--- src/sv/lfdc_pkg.sv ---
package lfdc_pkg;

  typedef enum logic [1:0] {
    OP_L32_TO_D = 2'd0,
    OP_L64_TO_D = 2'd1,
    OP_D_TO_L32 = 2'd2,
    OP_D_TO_L64 = 2'd3
  } op_t;

  // Exponent rebias: legacy bias 256, double bias 1023, off by one for the hidden bit.
  localparam logic [10:0] L2D_REBIAS = 11'd766;
  // 766 mod 2^9, applied on the 9-bit legacy exponent field.
  localparam logic [8:0]  D2L_REBIAS = 9'd254;
  // Half of the dropped fraction LSB for the double to legacy32 round.
  localparam logic [30:0] D2L32_HALF = 31'h4000_0000;

  typedef struct packed {
    logic vld;
    op_t  op;
    logic neg;
    logic zero;
  } ctl_t;

endpackage

--- src/sv/legacy_float_ieee_double_convert_core.sv ---
// A word accepted at start passes the input register, then the front and back datapath
// registers, and is then on out_value_out, marked by out_valid for one cycle;
// three register stages set this.
// Throughput: one word per cycle; busy stays low, every stage advances each cycle.
// The receiver cannot stall, so results are never held back.
// Reset: synchronous, active low; clears the valid bits of all stages, drops words in flight.
module legacy_float_ieee_double_convert_core (
  input  logic        clk,
  input  logic        rst_n,
  input  logic        start,
  output logic        busy,
  input  logic [1:0]  in_operation,
  input  logic [63:0] in_value_in,
  output logic        out_valid,
  output logic [63:0] out_value_out
);
  import lfdc_pkg::*;

  // Input register: capture the command word as it arrives.
  logic        vld_r;
  op_t         op_r;
  logic [63:0] val_r;
  logic        accept;
  ctl_t        in_ctl;

  // Nothing in the datapath ever holds a word back, so never push back on the sender.
  assign busy   = 1'b0;
  assign accept = start && !busy;

  always_ff @(posedge clk) begin
    if (!rst_n) begin
      vld_r <= 1'b0;
    end else begin
      vld_r <= accept;
    end
    op_r  <= op_t'(in_operation);
    val_r <= in_value_in;
  end

  // Sign and zero flags are filled in by the front stage of the datapath.
  always_comb begin
    in_ctl      = '0;
    in_ctl.vld  = vld_r;
    in_ctl.op   = op_r;
  end

  // Two datapath stages: magnitude or legacy pack first, then rebias or sign apply.
  lfdc_pipe u_pipe (
    .clk     (clk),
    .rst_n   (rst_n),
    .in_ctl  (in_ctl),
    .in_val  (val_r),
    .out_vld (out_valid),
    .out_val (out_value_out)
  );

`ifndef ASSERT_OFF
  // Every accepted word gives a strobe once it has passed the three register stages.
  a_latency: assert property (@(posedge clk) disable iff (!rst_n)
    accept |-> ##3 out_valid)
    else $error("accepted word did not produce a result on time");

  // No strobe without an accepted word that has passed the three register stages.
  a_no_spurious: assert property (@(posedge clk) disable iff (!rst_n)
    out_valid |-> $past(accept, 3))
    else $error("result strobe without an accepted word");

  // An all-zero word converts to zero under every operation.
  a_zero: assert property (@(posedge clk) disable iff (!rst_n)
    (accept && (in_value_in == 64'd0)) |-> ##3 (out_value_out == 64'd0))
    else $error("zero word did not convert to zero");
`endif

endmodule

--- src/sv/lfdc_pipe.sv ---
module lfdc_pipe (
  input  logic            clk,
  input  logic            rst_n,
  input  lfdc_pkg::ctl_t  in_ctl,
  input  logic [63:0]     in_val,
  output logic            out_vld,
  output logic [63:0]     out_val
);
  import lfdc_pkg::*;

  ctl_t        ctl_nxt, ctl_r;
  logic [63:0] mid_nxt, mid_r;
  logic [63:0] res_nxt, res_r;
  logic        vld_r;

  logic [31:0] neg32;
  logic [63:0] neg64;
  logic [8:0]  e9;
  logic [21:0] m22;
  logic        rnd;
  logic [22:0] m23;

  logic [10:0] e11_32, e11_64;
  logic [52:0] sum53;
  logic [31:0] r32;

  // Front: take the magnitude of legacy words, or build the unsigned legacy word.
  always_comb begin
    neg32 = 32'd0 - in_val[31:0];
    neg64 = 64'd0 - in_val;
    e9    = in_val[60:52] - D2L_REBIAS;
    m22   = {1'b1, in_val[51:31]};
    rnd   = (in_val[30:0] > D2L32_HALF);
    m23   = {1'b0, m22} + {22'd0, rnd};
    ctl_nxt      = in_ctl;
    ctl_nxt.neg  = in_val[63];
    ctl_nxt.zero = (in_val == 64'd0);
    case (in_ctl.op)
      OP_L32_TO_D: begin
        ctl_nxt.neg  = in_val[31];
        ctl_nxt.zero = (in_val[31:0] == 32'd0);
        mid_nxt = {32'd0, (in_val[31] ? neg32 : in_val[31:0])};
      end
      OP_L64_TO_D: begin
        mid_nxt = in_val[63] ? neg64 : in_val;
      end
      OP_D_TO_L32: begin
        // carry out of the rounded fraction lands on exponent bit 0 by OR
        mid_nxt = {32'd0, ({1'b0, e9, 22'd0} | {9'd0, m23})};
      end
      default: begin
        mid_nxt = {1'b0, e9, 1'b1, in_val[51:0], 1'b0};
      end
    endcase
  end

  // Back: rebias legacy fields into a double, or apply the sign to a legacy word.
  always_comb begin
    e11_32 = {2'd0, mid_r[30:22]} + L2D_REBIAS;
    e11_64 = {2'd0, mid_r[62:54]} + L2D_REBIAS;
    sum53  = {1'b0, mid_r[52:1]} + {52'd0, mid_r[0]};
    r32    = ctl_r.neg ? (32'd0 - mid_r[31:0]) : mid_r[31:0];
    case (ctl_r.op)
      OP_L32_TO_D: res_nxt = {ctl_r.neg, e11_32, mid_r[20:0], 31'd0};
      OP_L64_TO_D: res_nxt = {ctl_r.neg, e11_64, 52'd0} | {11'd0, sum53};
      OP_D_TO_L32: res_nxt = {32'd0, r32};
      default:     res_nxt = ctl_r.neg ? (64'd0 - mid_r) : mid_r;
    endcase
    if (ctl_r.zero) begin
      res_nxt = 64'd0;
    end
  end

  always_ff @(posedge clk) begin
    if (!rst_n) begin
      ctl_r.vld <= 1'b0;
      vld_r     <= 1'b0;
    end else begin
      ctl_r.vld <= ctl_nxt.vld;
      vld_r     <= ctl_r.vld;
    end
    ctl_r.op   <= ctl_nxt.op;
    ctl_r.neg  <= ctl_nxt.neg;
    ctl_r.zero <= ctl_nxt.zero;
    mid_r      <= mid_nxt;
    res_r      <= res_nxt;
  end

  assign out_vld = vld_r;
  assign out_val = res_r;

endmodule
--- config.mk ---
export PLATFORM = sky130hd
export DESIGN_NAME = legacy_float_ieee_double_convert_core
export DESIGN_NICKNAME = d
export VERILOG_FILES = /design/src/sv/lfdc_pkg.sv /design/src/sv/legacy_float_ieee_double_convert_core.sv /design/src/sv/lfdc_pipe.sv
export SDC_FILE = /design/constraint.sdc
export NUM_CORES = 1
export LEC_CHECK = 0
export BUFFER_PORTS_ARGS = -buffer_cell sky130_fd_sc_hd__buf_4
export CAP_MARGIN = 20
export CORE_MARGIN = 10
export CORE_UTILIZATION = 55
export CTS_CLUSTER_DIAMETER = 60
export DETAILED_ROUTE_END_ITERATION = 8
export PLACE_DENSITY = 0.76
export SYNTH_ARGS = -nofsm -noshare
export SYNTH_HDL_FRONTEND = slang
export SYNTH_HIERARCHICAL = 1
export SYNTH_SLANG_ARGS = --single-unit
--- constraint.sdc ---
create_clock -name clk -period 4.4 [get_ports clk]
set_input_delay 0.44 -clock clk [delete_from_list [all_inputs] [get_ports clk]]
set_output_delay 0.44 -clock clk [all_outputs]
set_load 0.02 [all_outputs]
==> summary.md <==
| Metric | Value |
|---|---|
| Status | finished clean |
| Die Span Y | 163 um |
| 1st-pass router iterations | 8 |
| CTS buffer count | 22 |
| Fin area | 13500 sq um |
| Final #Nets | 1561 |
| Wirelength, routed | 38.9 mm |
| EDFF count, synth | 0 |
| PnR Total Power | 5.22 mW |
| Min Hold Slack | 0.0111 ns |
| Delay of the slowest critical-path stage | 0.50 ns |
| Syn. warnings | 6 |
| Worst-path fanout max | 10 |
| Most frequent cells in the layout | 199 x dfxtp_1, 159 x buf_4, 123 x nor2_1 |
| Max transition margin | 0.318 |
| Pre-CTS WS | 0.932 ns |
| Setup WS post-layout | 0.824 ns |
| Placed inst area | 12300 sq um |
| Final hold violations | 0 |
| Max-cap violations | 0 |
| Clock Skew | 0.0239 ns |
| Setup Crit Path Kind | reg -> reg |
| Vias per Instance | 6.40 |
| Vias | 11300 |
| CP endpoint kind | flop |
| Power per Cell Area | 387 nW/um^2 |
| Post-synthesis async set-or-reset flop share | 0 |
| Postcts setup bufs | 0 |
| Final core utilization | 0.666 |
| R2R depth | 14 |
| Cells after Synth | 1394 |
| Max clock buf depth | 3 |
| Grt total ovfl | 0 |
| FF-to-FF Start | val_r[0] |
| Final ANT Viol Nets | 0 |
| Hold path start | in_value_in[57] |
| Critical path endpoint | u_pipe/mid_r[12] |
| Peak VDD IR | 0.319 mV |
| Clk_lat worst skew | 0.53 ns |
| Reg-to-Reg End | u_pipe/mid_r[12] |
| Layout cells sized above 1 | 0.151 |
| Wirelength per Cell | 22.0 um |
| Post-route setup TNS | 0 ns |
| Share of the synthesized area in the top cell type | 0.356 |
| Syn_nets | 1473 |
| CP delay by family, top | simple AND/OR/NAND/NOR gates |
| Reg2Reg Setup Slack | 0.82 ns |
| Grt met2 use | 0.424 |
| M3 GR Usage | 0.0508 |
| Die area | 26700 sq um |
| #FFs+latches synth | 201 |
| Largest net degree at the start of global routing | 68 |
| Post-synth top flop | dfxtp_1 |
| Min Tclk post-route | 3.58 ns |
| GP Congestion | 1.02 |
| Initial core utilization | 0.559 |
| Core area | 20200 sq um |
| Pin slew with the least headroom to its limit | 1.02 ns |
| TritonCTS clock tree | yes |
| Clk Tree Root Cell | clkbuf_16 |
| CP bufs+invs | 2 |
| Vias in the first global route | 10300 |
| Synthesized area per cell | 8.11 sq um |
| Port Buffers | 133 |
| Post-DP HPWL | 27.8 mm |
| Crit start category | flop |
| CP max stage cell | or3b_2 |
| Clock sink total | 201 |
| Post-Syn Area | 11300 sq um |
| Largest cells by area after synthesis | dfxtp_1 36%, xor2_1 7.3%, xnor2_1 5.0% |
| Reg clk slew, reported paths | 0.06 ns |
| First-pass GRT wire length | 59.1 mm |
| # placed instances | 1692 |
| Initial antenna violation count | 0 |
| Lkg Pwr | 5.19 nW |
| WP data arrival | 3.95 ns |
| GRT Total Usage | 0.276 |
| Peak Freq | 0.280 GHz |
| Hold WC Path Type | in -> reg |
| H-tree levels | 1 |
| Row Count | 52 |
| Final setup viols | 0 |
| WP data required | 4.78 ns |
| Slew Limit Fails | 0 |
| DIE WIDTH | 163 um |
| GRT busiest layer | met2 |
| Cell Count, Final, Fillers Out | 1767 |
| GR Util met1 | 0.369 |
| Area leader, netlist | dfxtp_1 |
| WP depth | 14 |
| Iter 0 DRT Violations | 1524 |
| Library cells used by synthesis | 68 |
| RSZ-0062 raised after global routing | false |
| CP startpoint | val_r[0] |
| Detailed-route DRC error count | 0 |
| Crit share post-route | 0.813 |
| Total inserted antenna cells | 0 |
| Cell breakdown of the critical path | inv_1 > ha_1 > or3b_2 > nor4_4 > buf_4 > nand4_1 > and2_1 > ha_1 > ha_1 > and3_1 > nand4_1 > nor2_1 > xnor2_1 > o31ai_1 |
| P&R area growth vs syn | 19.1% |
| Most common cell after layout, fill and taps aside | dfxtp_1 |
| Sequential-to-total area share from yosys stat | 0.356 |
| Most common cell on crit path | ha_1 |
| # IOs | 135 |
| # resized after CTS | 0 |
## worst register-to-register path, delay by kind of cell, from the launching register on
kind,cells,cell delay [ns]
AO/OA/AOI/OAI,1,0.36
XOR/XNOR,1,0.12
adder cells (fa/ha/maj),3,0.66
buffers and inverters,2,0.30
flip-flops,1,0.34
AND/OR/NAND/NOR,7,1.65
## metal layers
layer	vias up	share of wire
li1	5224	-
met2	712	0.45
met5	-	0
met4	0	0.046
met1	5265	0.41
met3	104	0.094
## cell type report
type / count / area, sq um
fillers: 1668 / 6770
flip-flops and latches: 201 / 4030
clock inverters: 11 / 155
well taps: 270 / 338
inverters: 29 / 109
repair buffers: 195 / 1550
multi-input cells: 1033 / 6660
clock buffers: 28 / 623
## worst min path at each step
| stage | depth (start not counted) | endpoint | slack [ns] |
|---|---|---|---|
| 2_1_floorplan | 0 | u_pipe/ctl_r[2] | 0.33 |
| 3_3_place_gp | 1 | u_pipe/ctl_r[4] | 0.41 |
| 3_5_place_dp | 1 | u_pipe/ctl_r[4] | 0.42 |
| 4_1_cts | 1 | val_r[20] | 0.00003 |
| 5_1_grt | 1 | val_r[4] | 0.00009 |
| 6_report | 1 | val_r[57] | 0.01 |
## state kept, by name, indices dropped and copies added, names as in the netlist
name            count
u_pipe/mid_r       64
u_pipe/out_val     64
val_r              64
u_pipe/ctl_r        5
op_r                2
u_pipe/out_vld      1
vld_r               1
## logic make-up after synthesis
group | Yosys count | share of synthesized area
other | 1 | 0.000332
buffers and inverters | 160 | 0.0560
xor gates and xnor gates | 159 | 0.123
AOI/OAI and AO/OA | 313 | 0.183
adders and majority gates | 10 | 0.0111
muxes | 38 | 0.0339
and+or+nand+nor | 512 | 0.237
DFF | 201 | 0.356
## synthesized netlist by cell type, types with 27 or more instances
master    instances
clkbuf_1        116
inv_1            27
xnor2_1          65
nand2_1          92
o22ai_1          33
nor3_1           37
o31ai_1          31
nand4_1          48
nand3_1          57
nor2_1          123
o21ai_0          75
or3_1            34
dfxtp_1         201
xor2_1           94
a21oi_1          48
mux2i_1          36
## where the power goes
part | internal (mW) | switching (mW)
sequential | 2.00 | 0.251
clock | 1.18 | 0.762
combinational | 0.450 | 0.570
total | 3.64 | 1.58
## timing repair
action                     4_1_cts  5_1_grt
setup endpoints to repair        0        0
hold endpoints to repair        34        2
hold buffers                    34        2
Power figures use the tool's default switching activity.
